**src/rtl/ps2_scd_pkg.sv**
```systemverilog
// ps2_scd_pkg: types, byte codes and keymap rom shared by the set-2 decoder
// no dependencies; compile first
`timescale 1ns / 1ps
`default_nettype none

package ps2_scd_pkg;

  localparam int SKIP_W = 3;

  localparam logic [7:0] CODE_EXTEND  = 8'hE0;
  localparam logic [7:0] CODE_RELEASE = 8'hF0;
  localparam logic [7:0] CODE_PAUSE   = 8'hE1;
  localparam logic [7:0] CODE_BAT_OK  = 8'hAA;
  localparam logic [7:0] CODE_ERROR   = 8'hFF;
  localparam logic [7:0] EXT_BIT      = 8'h80;
  localparam logic [7:0] CODE_LSHIFT  = 8'h12;
  localparam logic [7:0] CODE_RSHIFT  = 8'h59;
  localparam logic [7:0] CODE_LCTRL   = 8'h14;
  localparam logic [7:0] CODE_RCTRL   = 8'h94;
  localparam logic [7:0] CODE_LALT    = 8'h11;
  localparam logic [7:0] CODE_RALT    = 8'h91;
  localparam logic [7:0] CODE_CAPS    = 8'h58;

  localparam logic [7:0] CTRL_MASK = 8'h1F;
  localparam logic [7:0] CASE_BIT  = 8'h20;

  // config register indexes
  localparam logic REG_RAW_MODE = 1'b0;

  // one decoded event waiting for translation
  typedef struct packed {
    logic       rel;
    logic [7:0] code;
    logic       shift;
    logic       ctrl;
    logic       alt;
    logic       caps;
  } scd_event_t;

  // keymap: lower half plain, upper half shifted / extended
  localparam logic [7:0] KEY_TABLE [256] = '{
    8'h00, 8'hF9, 8'h00, 8'hF5, 8'hF3, 8'hF1, 8'hF2, 8'hFC,
    8'h00, 8'hFA, 8'hF8, 8'hF6, 8'hF4, 8'h09, 8'h60, 8'h00,
    8'h00, 8'h00, 8'h00, 8'h00, 8'h00, 8'h71, 8'h31, 8'h00,
    8'h00, 8'h00, 8'h7A, 8'h73, 8'h61, 8'h77, 8'h32, 8'h00,
    8'h00, 8'h63, 8'h78, 8'h64, 8'h65, 8'h34, 8'h33, 8'h00,
    8'h00, 8'h20, 8'h76, 8'h66, 8'h74, 8'h72, 8'h35, 8'h00,
    8'h00, 8'h6E, 8'h62, 8'h68, 8'h67, 8'h79, 8'h36, 8'h00,
    8'h00, 8'h00, 8'h6D, 8'h6A, 8'h75, 8'h37, 8'h38, 8'h00,
    8'h00, 8'h2C, 8'h6B, 8'h69, 8'h6F, 8'h30, 8'h39, 8'h00,
    8'h00, 8'h2E, 8'h2F, 8'h6C, 8'h3B, 8'h70, 8'h2D, 8'h00,
    8'h00, 8'h00, 8'h27, 8'h00, 8'h5B, 8'h3D, 8'h00, 8'h00,
    8'h00, 8'h00, 8'h0D, 8'h5D, 8'h00, 8'h23, 8'h00, 8'h00,
    8'h00, 8'h5C, 8'h00, 8'h00, 8'h00, 8'h00, 8'h08, 8'h00,
    8'h00, 8'h31, 8'h00, 8'h34, 8'h37, 8'h00, 8'h00, 8'h00,
    8'h00, 8'h2E, 8'h32, 8'h35, 8'h36, 8'h38, 8'h1B, 8'h00,
    8'hFB, 8'h2B, 8'h33, 8'h2D, 8'h2A, 8'h39, 8'h00, 8'h00,
    8'h00, 8'h00, 8'h00, 8'hF7, 8'h00, 8'h00, 8'h00, 8'h00,
    8'h00, 8'h00, 8'h00, 8'h00, 8'h00, 8'h00, 8'h00, 8'h00,
    8'h00, 8'h00, 8'h00, 8'h00, 8'h00, 8'h51, 8'h21, 8'h00,
    8'h00, 8'h00, 8'h5A, 8'h53, 8'h41, 8'h57, 8'h22, 8'h00,
    8'h00, 8'h43, 8'h58, 8'h44, 8'h45, 8'h24, 8'hA3, 8'h00,
    8'h00, 8'h00, 8'h56, 8'h46, 8'h54, 8'h52, 8'h25, 8'h00,
    8'h00, 8'h4E, 8'h42, 8'h48, 8'h47, 8'h59, 8'h5E, 8'h00,
    8'h00, 8'h00, 8'h4D, 8'h4A, 8'h55, 8'h26, 8'h2A, 8'h00,
    8'h00, 8'h3C, 8'h4B, 8'h49, 8'h4F, 8'h29, 8'h28, 8'h00,
    8'h00, 8'h3E, 8'h2F, 8'h4C, 8'h3A, 8'h50, 8'h5F, 8'h00,
    8'h00, 8'h00, 8'h40, 8'h00, 8'h7B, 8'h2B, 8'h00, 8'h00,
    8'h00, 8'h00, 8'h0D, 8'h7D, 8'h00, 8'h7E, 8'h00, 8'h00,
    8'h00, 8'h7C, 8'h00, 8'h00, 8'h00, 8'h00, 8'h00, 8'h00,
    8'h00, 8'h85, 8'h00, 8'h82, 8'h84, 8'h00, 8'h00, 8'h00,
    8'h86, 8'h7F, 8'h81, 8'h00, 8'h83, 8'h80, 8'h00, 8'h00,
    8'h00, 8'h00, 8'h88, 8'h00, 8'h00, 8'h87, 8'h00, 8'h00
  };

endpackage

`default_nettype wire

```
**src/rtl/ps2_scd_byte_if.sv**
```systemverilog
// ps2_scd_byte_if: valid/ready channel carrying one received keyboard byte
// no dependencies
`timescale 1ns / 1ps
`default_nettype none

interface ps2_scd_byte_if;
  logic       valid;
  logic       ready;
  logic [7:0] scan_byte;

  modport source (output valid, output scan_byte, input ready);
  modport sink (input valid, input scan_byte, output ready);
endinterface

`default_nettype wire

```
**src/rtl/ps2_scd_key_if.sv**
```systemverilog
// ps2_scd_key_if: valid/ready channel carrying one decoded key event
// no dependencies
`timescale 1ns / 1ps
`default_nettype none

interface ps2_scd_key_if;
  logic       valid;
  logic       ready;
  logic       is_release;
  logic [7:0] ext_code;
  logic [7:0] key_char;
  logic       shift_held;
  logic       ctrl_held;
  logic       alt_held;

  modport source (
    output valid, output is_release, output ext_code, output key_char,
    output shift_held, output ctrl_held, output alt_held, input ready
  );
  modport sink (
    input valid, input is_release, input ext_code, input key_char,
    input shift_held, input ctrl_held, input alt_held, output ready
  );
endinterface

`default_nettype wire

```
**src/rtl/ps2_scd_front.sv**
```systemverilog
// ps2_scd_front: prefix, pause and modifier tracking; turns bytes into key events
// depends on ps2_scd_pkg
`timescale 1ns / 1ps
`default_nettype none

module ps2_scd_front
  import ps2_scd_pkg::*;
#(
  parameter int PAUSE_SKIP = 7
) (
  input  wire logic       clk,
  input  wire logic       rst,
  input  wire logic       raw_mode,
  input  wire logic       byte_valid,
  input  wire logic [7:0] byte_data,
  input  wire logic       room,
  output logic            byte_ready,
  output logic            push,
  output scd_event_t      push_event
);

  logic              release_pending, release_pending_next;
  logic              extend_pending, extend_pending_next;
  logic [SKIP_W-1:0] skip_left, skip_left_next;
  logic [1:0]        shift_bits, shift_bits_next;
  logic [1:0]        ctrl_bits, ctrl_bits_next;
  logic [1:0]        alt_bits, alt_bits_next;
  logic              caps_on, caps_on_next;
  logic              accept;
  logic [7:0]        code;
  logic              press;

  assign byte_ready = room;
  assign accept     = byte_valid && room;
  assign code       = extend_pending ? (byte_data | EXT_BIT) : byte_data;
  assign press      = !release_pending;

  always_comb begin
    release_pending_next = release_pending;
    extend_pending_next  = extend_pending;
    skip_left_next       = skip_left;
    shift_bits_next      = shift_bits;
    ctrl_bits_next       = ctrl_bits;
    alt_bits_next        = alt_bits;
    caps_on_next         = caps_on;
    push                 = 1'b0;
    if (accept) begin
      if (skip_left != '0) begin
        skip_left_next = skip_left - 1'b1;
      end else if (byte_data == CODE_EXTEND) begin
        extend_pending_next = 1'b1;
      end else if (byte_data == CODE_RELEASE) begin
        release_pending_next = 1'b1;
      end else begin
        release_pending_next = 1'b0;
        extend_pending_next  = 1'b0;
        if (byte_data == CODE_PAUSE) begin
          skip_left_next = SKIP_W'(PAUSE_SKIP);
        end else if (byte_data != CODE_BAT_OK && byte_data != CODE_ERROR) begin
          // press sets the modifier bit, release clears it
          if (code == CODE_LSHIFT) shift_bits_next[0] = press;
          if (code == CODE_RSHIFT) shift_bits_next[1] = press;
          if (code == CODE_LCTRL)  ctrl_bits_next[0]  = press;
          if (code == CODE_RCTRL)  ctrl_bits_next[1]  = press;
          if (code == CODE_LALT)   alt_bits_next[0]   = press;
          if (code == CODE_RALT)   alt_bits_next[1]   = press;
          if (!press) begin
            push = raw_mode;
          end else if (code == CODE_CAPS) begin
            caps_on_next = !caps_on;
          end else begin
            push = 1'b1;
          end
        end
      end
    end
  end

  always_comb begin
    push_event.rel   = release_pending;
    push_event.code  = code;
    push_event.shift = shift_bits_next != '0;
    push_event.ctrl  = ctrl_bits_next != '0;
    push_event.alt   = alt_bits_next != '0;
    push_event.caps  = caps_on;
  end

  always_ff @(posedge clk) begin
    if (rst) begin
      release_pending <= 1'b0;
      extend_pending  <= 1'b0;
      skip_left       <= '0;
      shift_bits      <= '0;
      ctrl_bits       <= '0;
      alt_bits        <= '0;
      caps_on         <= 1'b0;
    end else begin
      release_pending <= release_pending_next;
      extend_pending  <= extend_pending_next;
      skip_left       <= skip_left_next;
      shift_bits      <= shift_bits_next;
      ctrl_bits       <= ctrl_bits_next;
      alt_bits        <= alt_bits_next;
      caps_on         <= caps_on_next;
    end
  end

`ifndef SYNTHESIS
  a_skip_bound: assert property (@(posedge clk) disable iff (rst)
    skip_left <= SKIP_W'(PAUSE_SKIP))
    else $error("pause skip count above its load value");

  a_skip_swallows: assert property (@(posedge clk) disable iff (rst)
    (accept && skip_left != '0) |-> !push)
    else $error("event produced while skipping a pause sequence");

  a_pause_loads: assert property (@(posedge clk) disable iff (rst)
    (accept && skip_left == '0 && byte_data == CODE_PAUSE)
      |=> (skip_left == SKIP_W'(PAUSE_SKIP) && !release_pending && !extend_pending))
    else $error("pause prefix did not load the skip count");
`endif

endmodule

`default_nettype wire

```
**src/rtl/ps2_scd_queue.sv**
```systemverilog
// ps2_scd_queue: short fifo of key events between front and back
// depends on ps2_scd_pkg
`timescale 1ns / 1ps
`default_nettype none

module ps2_scd_queue
  import ps2_scd_pkg::*;
#(
  parameter int DEPTH = 2
) (
  input  wire logic        clk,
  input  wire logic        rst,
  input  wire logic        push,
  input  wire scd_event_t  push_event,
  output logic             room,
  input  wire logic        pop,
  output logic             head_valid,
  output scd_event_t       head_event
);

  localparam int PTR_W = $clog2(DEPTH);
  localparam int CNT_W = $clog2(DEPTH + 1);

  scd_event_t         mem [DEPTH];
  logic [PTR_W-1:0]   wr_ptr;
  logic [PTR_W-1:0]   rd_ptr;
  logic [CNT_W-1:0]   count;

  assign room       = count != CNT_W'(DEPTH);
  assign head_valid = count != '0;
  assign head_event = mem[rd_ptr];

  always_ff @(posedge clk) begin
    if (push) begin
      mem[wr_ptr] <= push_event;
    end
  end

  always_ff @(posedge clk) begin
    if (rst) begin
      wr_ptr <= '0;
      rd_ptr <= '0;
      count  <= '0;
    end else begin
      if (push) begin
        wr_ptr <= (wr_ptr == PTR_W'(DEPTH - 1)) ? '0 : wr_ptr + 1'b1;
      end
      if (pop) begin
        rd_ptr <= (rd_ptr == PTR_W'(DEPTH - 1)) ? '0 : rd_ptr + 1'b1;
      end
      if (push && !pop) begin
        count <= count + 1'b1;
      end else if (pop && !push) begin
        count <= count - 1'b1;
      end
    end
  end

`ifndef SYNTHESIS
  a_no_overflow: assert property (@(posedge clk) disable iff (rst)
    push |-> (room || pop))
    else $error("event queue overflow");

  a_no_underflow: assert property (@(posedge clk) disable iff (rst)
    pop |-> head_valid)
    else $error("event queue underflow");

  a_count_grows: assert property (@(posedge clk) disable iff (rst)
    (push && !pop) |=> count == $past(count) + 1'b1)
    else $error("event queue count did not follow a push");
`endif

endmodule

`default_nettype wire

```
**src/rtl/ps2_scd_back.sv**
```systemverilog
// ps2_scd_back: keymap lookup, shift/ctrl/caps translation and output register
// depends on ps2_scd_pkg, ps2_scd_key_if
`timescale 1ns / 1ps
`default_nettype none

module ps2_scd_back
  import ps2_scd_pkg::*;
(
  input  wire logic       clk,
  input  wire logic       rst,
  input  wire logic       head_valid,
  input  wire scd_event_t head_event,
  output logic            pop,
  ps2_scd_key_if.source   keys
);

  logic       out_valid;
  logic [7:0] plain_key;
  logic [7:0] shifted_key;
  logic [7:0] key_sel;
  logic [7:0] key_ctrl;
  logic [7:0] key_final;
  logic       letter;
  logic       emit;

  assign pop = head_valid && (!out_valid || keys.ready);

  always_comb begin
    plain_key   = KEY_TABLE[head_event.code];
    shifted_key = KEY_TABLE[{1'b1, head_event.code[6:0]}];
    if (head_event.shift && !head_event.code[7] && shifted_key != '0) begin
      key_sel = shifted_key;
    end else begin
      key_sel = plain_key;
    end
    key_ctrl = head_event.ctrl ? (key_sel & CTRL_MASK) : key_sel;
    letter   = (key_ctrl >= 8'h41 && key_ctrl <= 8'h5A)
               || (key_ctrl >= 8'h61 && key_ctrl <= 8'h7A);
    key_final = (head_event.caps && letter) ? (key_ctrl ^ CASE_BIT) : key_ctrl;
    // releases always report, presses with an empty mapping are dropped
    emit = head_event.rel || (key_final != '0);
  end

  always_ff @(posedge clk) begin
    if (rst) begin
      out_valid <= 1'b0;
    end else if (pop) begin
      out_valid <= emit;
    end else if (keys.ready) begin
      out_valid <= 1'b0;
    end
  end

  always_ff @(posedge clk) begin
    if (pop) begin
      keys.is_release <= head_event.rel;
      keys.ext_code   <= head_event.code;
      keys.key_char   <= head_event.rel ? 8'h00 : key_final;
      keys.shift_held <= head_event.shift;
      keys.ctrl_held  <= head_event.ctrl;
      keys.alt_held   <= head_event.alt;
    end
  end

  assign keys.valid = out_valid;

endmodule

`default_nettype wire

```
**src/rtl/ps2_scd_core.sv**
```systemverilog
// ps2_set2_scancode_decoder_core: top level with apb register, front, queue and back
// depends on ps2_scd_pkg, ps2_scd_byte_if, ps2_scd_key_if and the ps2_scd modules
`timescale 1ns / 1ps
`default_nettype none

// PS/2 scan code set 2 decoder. Takes one keyboard byte per cycle while the event queue
// has room; a byte that produces a key event is classified by the front into the event
// queue at the accepting edge, and from the queue the back takes it through keymap lookup
// into the output register. The event queue of QUEUE_DEPTH entries lets the byte side
// keep going while the output is stalled; bytes are held back only once it is full.
// Prefix bytes, the bytes of a Pause sequence, AA, FF and caps lock presses produce
// nothing, and releases are reported only with raw_mode set (register 0 at
// byte address 0). Change the mode only while no byte is in flight.
module ps2_set2_scancode_decoder_core
  import ps2_scd_pkg::*;
#(
  parameter int PAUSE_SKIP  = 7,
  parameter int QUEUE_DEPTH = 2
) (
  input  wire logic        clk,
  input  wire logic        rst,
  input  wire logic        psel,
  input  wire logic        penable,
  input  wire logic        pwrite,
  input  wire logic [2:0]  paddr,
  input  wire logic [31:0] pwdata,
  output logic [31:0]      prdata,
  output logic             pready,
  ps2_scd_byte_if.sink     scan,
  ps2_scd_key_if.source    keys
);

  logic       raw_mode;
  logic       reg_write;
  logic       room;
  logic       push;
  logic       pop;
  logic       head_valid;
  scd_event_t push_event;
  scd_event_t head_event;

  assign pready    = 1'b1;
  assign reg_write = psel && penable && pwrite && (paddr[2] == REG_RAW_MODE);
  assign prdata    = (paddr[2] == REG_RAW_MODE) ? {31'b0, raw_mode} : 32'b0;

  always_ff @(posedge clk) begin
    if (rst) begin
      raw_mode <= 1'b0;
    end else if (reg_write) begin
      raw_mode <= pwdata[0];
    end
  end

  ps2_scd_front #(
    .PAUSE_SKIP (PAUSE_SKIP)
  ) u_front (
    .clk        (clk),
    .rst        (rst),
    .raw_mode   (raw_mode),
    .byte_valid (scan.valid),
    .byte_data  (scan.scan_byte),
    .room       (room),
    .byte_ready (scan.ready),
    .push       (push),
    .push_event (push_event)
  );

  ps2_scd_queue #(
    .DEPTH (QUEUE_DEPTH)
  ) u_queue (
    .clk        (clk),
    .rst        (rst),
    .push       (push),
    .push_event (push_event),
    .room       (room),
    .pop        (pop),
    .head_valid (head_valid),
    .head_event (head_event)
  );

  ps2_scd_back u_back (
    .clk        (clk),
    .rst        (rst),
    .head_valid (head_valid),
    .head_event (head_event),
    .pop        (pop),
    .keys       (keys)
  );

endmodule

`default_nettype wire
```
**src/flat_wrapper.sv**
```systemverilog
// flat-port wrapper written by rule: the top's interface ports become plain ports
module ps2_set2_scancode_decoder_core_flat import ps2_scd_pkg::*;
#(
  parameter int PAUSE_SKIP  = 7,
  parameter int QUEUE_DEPTH = 2
)
  (clk, rst, psel, penable, pwrite, paddr, pwdata, prdata, pready, scan_valid, scan_scan_byte, scan_ready, keys_valid, keys_is_release, keys_ext_code, keys_key_char, keys_shift_held, keys_ctrl_held, keys_alt_held, keys_ready);
  ps2_scd_byte_if scan_i ();
  ps2_scd_key_if keys_i ();
  input  wire logic clk;
  input  wire logic rst;
  input  wire logic psel;
  input  wire logic penable;
  input  wire logic pwrite;
  input  wire logic [2:0] paddr;
  input  wire logic [31:0] pwdata;
  output logic [31:0] prdata;
  output logic pready;
  input wire logic [$bits(scan_i.valid)-1:0] scan_valid;
  input wire logic [$bits(scan_i.scan_byte)-1:0] scan_scan_byte;
  output wire logic [$bits(scan_i.ready)-1:0] scan_ready;
  output wire logic [$bits(keys_i.valid)-1:0] keys_valid;
  output wire logic [$bits(keys_i.is_release)-1:0] keys_is_release;
  output wire logic [$bits(keys_i.ext_code)-1:0] keys_ext_code;
  output wire logic [$bits(keys_i.key_char)-1:0] keys_key_char;
  output wire logic [$bits(keys_i.shift_held)-1:0] keys_shift_held;
  output wire logic [$bits(keys_i.ctrl_held)-1:0] keys_ctrl_held;
  output wire logic [$bits(keys_i.alt_held)-1:0] keys_alt_held;
  input wire logic [$bits(keys_i.ready)-1:0] keys_ready;
  assign scan_i.valid = scan_valid;
  assign scan_i.scan_byte = scan_scan_byte;
  assign scan_ready = scan_i.ready;
  assign keys_valid = keys_i.valid;
  assign keys_is_release = keys_i.is_release;
  assign keys_ext_code = keys_i.ext_code;
  assign keys_key_char = keys_i.key_char;
  assign keys_shift_held = keys_i.shift_held;
  assign keys_ctrl_held = keys_i.ctrl_held;
  assign keys_alt_held = keys_i.alt_held;
  assign keys_i.ready = keys_ready;
  ps2_set2_scancode_decoder_core #(.PAUSE_SKIP(PAUSE_SKIP), .QUEUE_DEPTH(QUEUE_DEPTH)) u_core (.clk(clk), .rst(rst), .psel(psel), .penable(penable), .pwrite(pwrite), .paddr(paddr), .pwdata(pwdata), .prdata(prdata), .pready(pready), .scan(scan_i), .keys(keys_i));
endmodule
```
**config.mk**
```make
export PLATFORM = sky130hd
export DESIGN_NAME = ps2_set2_scancode_decoder_core_flat
export DESIGN_NICKNAME = d
export VERILOG_FILES = /design/src/rtl/ps2_scd_pkg.sv /design/src/rtl/ps2_scd_byte_if.sv /design/src/rtl/ps2_scd_key_if.sv /design/src/rtl/ps2_scd_front.sv /design/src/rtl/ps2_scd_queue.sv /design/src/rtl/ps2_scd_back.sv /design/src/rtl/ps2_scd_core.sv /design/src/flat_wrapper.sv
export SDC_FILE = /design/constraint.sdc
export NUM_CORES = 1
export LEC_CHECK = 0
export BUFFER_PORTS_ARGS = -buffer_cell sky130_fd_sc_hd__buf_2
export CORE_ASPECT_RATIO = 0.7
export CORE_MARGIN = 2
export CORE_UTILIZATION = 35
export CTS_BUF_LIST = sky130_fd_sc_hd__clkbuf_16
export CTS_CLUSTER_SIZE = 20
export DETAILED_ROUTE_END_ITERATION = 8
export GPL_ROUTABILITY_DRIVEN = 1
export HOLD_SLACK_MARGIN = 0.03
export PLACE_DENSITY_LB_ADDON = 0.08
export SKIP_LAST_GASP = 1
export SYNTH_ARGS = -nofsm -noshare
export SYNTH_HDL_FRONTEND = slang
export SYNTH_HIERARCHICAL = 1
export SYNTH_SLANG_ARGS = --single-unit
```
**constraint.sdc**
```tcl
create_clock -name clk -period 4 [get_ports clk]
set_input_delay 0.2 -clock clk [delete_from_list [all_inputs] [get_ports clk]]
set_output_delay 0.2 -clock clk [all_outputs]
set_load 0.01 [all_outputs]
```
After elaboration in Yosys (flattened, before gate mapping)

Memories as Yosys holds them, arrays and structs flattened. A register that Yosys moved wholly into a read port is not among the register bits.
Cells that the tools add are included.

Register bits: 38
RAM bits: 26
Memory bits (read-only): 4096
Bits of input ports: 50
Output and inout port bits: 55
Logic and storage cells: 151
Memories kept: 3

Add/subtract/negate cells: 5
Magnitude comparators: 6
Equality and inequality tests: 16
Muxes and demuxes: 58
Bitwise gates (word level): 9
Reduce and logical (&&, ||, !) cells: 36

Memories:

| memory             | depth | bits a word | rd ports | clocked after Yosys merged registers in | wr ports | RTL line            | source |
|---|---|---|---|---|---|---|---|
| (no name shown)    | 256   | 8           | 1        | 0                                       | 0        | ps2_scd_back.sv:30  | `shifted_key = KEY_TABLE[{1'b1, head_event.code[6:0]}];` |
| (no name shown)    | 256   | 8           | 1        | 0                                       | 0        | ps2_scd_back.sv:29  | `plain_key = KEY_TABLE[head_event.code];` |
| u_core.u_queue.mem | 2     | 13          | 1        | 1                                       | 1        | ps2_scd_queue.sv:24 | `scd_event_t mem [DEPTH];` |

Operators by type and width:

| operator             | number |
|---|---|
| $mux W8              | 7 |
| $eq A8 B8 Y1 const B | 5 |
| $mux W2              | 20 |
| $mux W1              | 26 |
| $eq A8 B5 Y1 const B | 3 |
| $ge A9 B9 Y1 const B | 2 |
| $not A8 Y9           | 2 |
| $eq A8 B7 Y1 const B | 2 |
| $ge A8 B7 Y1 const B | 2 |
| $le A8 B7 Y1 const B | 2 |
| $ne A8 B8 Y1 const B | 2 |
| $reduce_bool A8 Y1   | 2 |
| $reduce_bool A2 Y1   | 7 |
| $logic_and A1 B1 Y1  | 13 |
| $mux W3              | 4 |
| $ne A2 B2 Y1 const B | 4 |
| $reduce_and A8 Y1    | 1 |
| $not A1 Y1           | 7 |
| $logic_not A1 Y1     | 6 |
| $mux W6              | 1 |
| $reduce_and A3 Y1    | 2 |
| $reduce_and A4 Y1    | 1 |
| $logic_or A1 B1 Y1   | 3 |
| $reduce_bool A3 Y1   | 1 |
| 4 further kinds      | 5 |

Depth between registers and ports, before layout

Depth in word-level cells: 16
Depth in mapped cells: 17
Mapped depth without buffers: 12

By module

The synthesis kept the hierarchy.

By module, submodules not included:

| module                         | instances | cells each | area each (um^2) | sequential area each (um^2) |
|---|---|---|---|---|
| ps2_scd_back                   | 1         | 426        | 3230.6           | 620.6 |
| ps2_scd_queue                  | 1         | 62         | 1139.8           | 880.8 |
| ps2_scd_front                  | 1         | 106        | 882.1            | 240.2 |
| ps2_set2_scancode_decoder_core | 1         | 40         | 309.0            | 20.0 |

Worst setup path after synthesis

Ideal clock, no wire load.

Kind: flip-flop to flip-flop
From: register with a tool-made name
To: register u_core.u_back.keys.key_char[5] (data pin)
Setup time: 264 ps
Data arrival time: 3846 ps
Required time: 3736 ps
Path slack: -110 ps
Stages on the path, launching flop included: 16
Buffers on the path: 3
Clock period less this slack: 4110 ps
Cells stage by stage: dfxtp_1 -> buf_2 -> mux2_1 -> buf_2 -> inv_1 -> ha_1 -> buf_4 -> or3b_1 -> o21ai_1 -> nor3_1 -> o32ai_1 -> nor2_1 -> a31oi_1 -> mux2i_1 -> nor4b_2 -> mux2i_1

RTL lines:

| item                 | RTL line             | source |
|---|---|---|
| end signal, assigned | ps2_scd_back.sv:58   | `keys.key_char <= head_event.rel ? 8'h00 : key_final;` |
| end, declared        | ps2_scd_key_if.sv:17 | `output valid, output is_release, output ext_code, output key_char,` |

==> impl_metrics.csv <==
group,metric,value,unit
run_status,status,"complete, no violations",
pwr,p_per_area,1020,mW/mm^2
pwr,power_frac_seq,0.164,
worst_setup_path,crit_slowest_cell,"ha_1",
clock_network,clock-sinks,65,
sta,rsz0062_at_grt,"false",
clock_network,cts-buffers-inserted,9,
cells_and_area,nets,762,
yosys,yosysUniqueCellTypes,85,
pwr,ir_worst_vdd,0.390,mV
sta,slew_violations,0,
pwr,power_leakage,0.00251,uW
sta,hold_ws,0.131,ns
yosys,synth_largest_area_cell,"edfxtp_1",
sta,fmax,260,MHz
floorplan,fp.dieH,109,um
global_route,grt_pass1_wl,28800,um
clock_network,clk_latency,0.33,ns
sta,worst_clock_skew,0.00941,ns
clock_network,hold_buffers,0,
clock_network,h-tree-depth,3,
worst_setup_path,required,4.18,ns
floorplan,die_w,155,um
yosys,synth_edf_count,46,
floorplan,start_util,0.359,
sta,fin_crit_sh,0.963,
yosys,netlist_top_cells_count,"47 x a21oi_1, 46 x buf_4, 46 x edfxtp_1",
cells_and_area,diodes,0,
worst_setup_path,slowest_delay,0.50,ns
worst_setup_path,worstPathCellList,"mux2_1 -> inv_1 -> ha_1 -> buf_4 -> nor2_1 -> o31ai_1 -> a211oi_1 -> o22ai_1 -> buf_4 -> nor2_1 -> a41oi_1 -> o21ai_0 -> nor4b_2 -> mux2i_1",
yosys,yosys_register_bits,65,
cells_and_area,syn2layout_area_growth,17.0,%
drt,firstDrtPassIters,5,
drt,routed_wl,18700,um
global_route,antenna_found_initial,0,
drt,post-route-drc-count,0,
yosys,synthArstFlopShare,0,
sta,min_period,3.85,ns
sta,relSlewSlack,0.507,
sta,setup_tns,0,ns
yosys,synth_cells,634,
placement,hpwl,14100,um
drt,wl_per_cell,20.7,um
floorplan,rows,38,
drt,ant_nets,0,
yosys,synthTopCellsByArea,"edfxtp_1 25%, dfxtp_1 6.8%, buf_4 6.2%",
drt,vias,5283,
placement,portBuffers,39,
worst_setup_path,reg2reg_slack,0.15,ns
yosys,synth_seq_area_share,0.317,
pwr,p_comb_frac,0.716,
yosys,yosys.area.top_type_share,0.248,
pwr,internal_power,3380,uW
hold_path,min_path_type,"in2reg",
worst_setup_path,crit_family,"compound AO/OA/AOI/OAI gates",
global_route,grt-ovfl-total,0,
yosys,yosysWarnings,6,
pwr,p_switching,3230,uW
floorplan,dieArea,0.0169,mm^2
sta,hold_viol,0,
pwr,switching_share,0.489,
cells_and_area,nFillCells,1547,
global_route,grt_start_max_net_pins,45,
yosys,synthMostInstantiatedCell,"a21oi_1",
worst_setup_path,crit_type,"reg2reg",
global_route,grt.total_usage,0.224,
cells_and_area,layout-drive-gt1-share,0.238,
floorplan,core,0.0155,mm^2
worst_setup_path,crit_path_max_fanout,8,
yosys,syn_avg_cell_area,8.77,um^2
drt,first_iter_violations,706,
yosys,syn_area,0.00556,mm^2
worst_setup_path,arrival,4.03,ns
worst_setup_path,start_kind,"flop",
placement,place_congestion,0.964,
clock_network,cts_buffer_depth,2,
pwr,p_clk_frac,0.120,
yosys,ys.flop_type,"edfxtp_1",
worst_setup_path,end_kind,"flop",
sta,setup_viol,0,
clock_network,clkTransAtPathRegs,0.06,ns
floorplan,io_pins,105,
clock_network,cts_tree,"yes",
sta,tightestPinTransition,0.733,ns
drt,routed_via_density,5.86,
worst_setup_path,crit_buf_inv,3,
global_route,grt_pass1_vias,4827,
clock_network,cts_setup_buffers,0,
flow_run,drv_cap,0,
clock_network,cts-root-buf,"clkbuf_16",
==> metrics by stage <==
stage	setup slack [ns]	total power, uW	area (um^2)	std cells	utilization
after global routing	0.00386	7030	6500	902	0.420
after floorplan	0.0343	3950	5680	664	-
after CTS	0.112	6480	6480	902	0.418
after global placement	0.100	5710	6180	886	0.398
after detailed placement	0.150	5660	6180	886	0.398
final	0.148	6600	6500	902	0.420
==> path summary, 6_finish.rpt <==
check	depth (start not counted)	from	end
worst max-delay path	14	flop	u_core/u_back/keys.key_char[5]
worst min-delay path	3	pwdata[0]	u_core/raw_mode
worst max register to register	14	flop	u_core/u_back/keys.key_char[5]
worst min register to register	2	u_core/u_front/alt_bits[1]	u_core/u_front/alt_bits[1]
==> timing repair <==
action	4_1_cts	5_1_grt
resized for setup	0	6
endpoints found under the hold margin	0	0
setup endpoints to repair	0	2
==> power by group through the flow <==
| stage | registers (uW) | clock network [uW] | logic (uW) |
|---|---|---|---|
| global route | 1110 | 842 | 5070 |
| global placement | 1090 | 0 | 4620 |
| floorplan | 1140 | 0 | 2800 |
| finish | 1090 | 791 | 4730 |
| CTS | 1090 | 810 | 4580 |
| detailed placement | 1100 | 0 | 4560 |
==> per-layer routing <==
| layer | routed length (um) | track usage |
|---|---|---|
| met1 | 9420 | 0.350 |
| met2 | 7130 | 0.292 |
| met3 | 1930 | 0.0737 |
| met4 | 186 | 0.0417 |
| met5 | 0 | 0 |
==> cells by family (layout without fill, tap and decap cells) <==
logic type               count (synthesis)  in the layout  share of synthesized area
AND/OR/NAND/NOR                        206            206                      0.214
adder cells (fa/ha/maj)                 15             15                     0.0337
flip-flops                              65             65                      0.317
other                                    2             32                    0.00135
XOR/XNOR                                 4              4                    0.00630
AO/OA/AOI/OAI                          202            202                      0.250
buffers and inverters                  108            146                      0.114
multiplexers                            32             32                     0.0637
==> state kept, by name (all words and copies together) (netlist names), 2 cells and up, named ones only <==
signal                       flops
u_core/u_queue/count             2
u_core/u_front/alt_bits          2
u_core/u_front/ctrl_bits         2
u_core/u_front/shift_bits        2
u_core/u_back/keys.ext_code      8
u_core/u_queue/mem              26
u_core/u_back/keys.key_char      8
u_core/u_front/skip_left         3
==> final cells by class <==
| type | instances | area, um^2 | share of cell area |
|---|---|---|---|
| clock buffer | 9 | 225 | 0.0346 |
| clock inverter | 7 | 77.6 | 0.0119 |
| inverter | 17 | 63.8 | 0.00981 |
| multi-input combinational | 491 | 3310 | 0.509 |
| sequential | 65 | 1760 | 0.271 |
| tap | 200 | 250 | 0.0385 |
| timing repair buffer | 113 | 813 | 0.125 |
==> placed cells by master (no fill, tap or decap), types with 6 or more instances in the layout <==
cell type	synthesis	layout
buf_4	46	69
a21oi_1	47	47
edfxtp_1	46	46
nor2_1	43	43
buf_2	21	39
conb_1	2	32
nand2b_1	28	28
o21ai_0	28	28
nand2_1	24	24
nor2b_1	23	22
dfxtp_1	19	19
inv_1	16	16
a31oi_1	17	16
ha_1	15	15
mux2i_1	14	14
and2_1	11	11
a211oi_1	11	10
clkbuf_16	0	9
nor3_1	9	9
or3_1	9	9
o31ai_1	9	9
mux2_1	12	9
nand3_1	8	8
a221oi_1	7	7
o211ai_1	7	7
o21ai_1	6	6
o22ai_1	6	6
a21boi_0	6	6
mux2_2	5	6
o32ai_1	7	6
nand4_1	6	6
==> worst register-to-register path, cell delays in order (launching register included) <==
cell      delay, ns
dfxtp_1        0.36
mux2_1         0.35
inv_1          0.16
ha_1           0.50
buf_4          0.27
nor2_1         0.07
o31ai_1        0.43
a211oi_1       0.17
o22ai_1        0.23
buf_4          0.16
nor2_1         0.04
a41oi_1        0.30
o21ai_0        0.16
nor4b_2        0.28
mux2i_1        0.22
No activity file was read; power rests on OpenSTA's default activity.
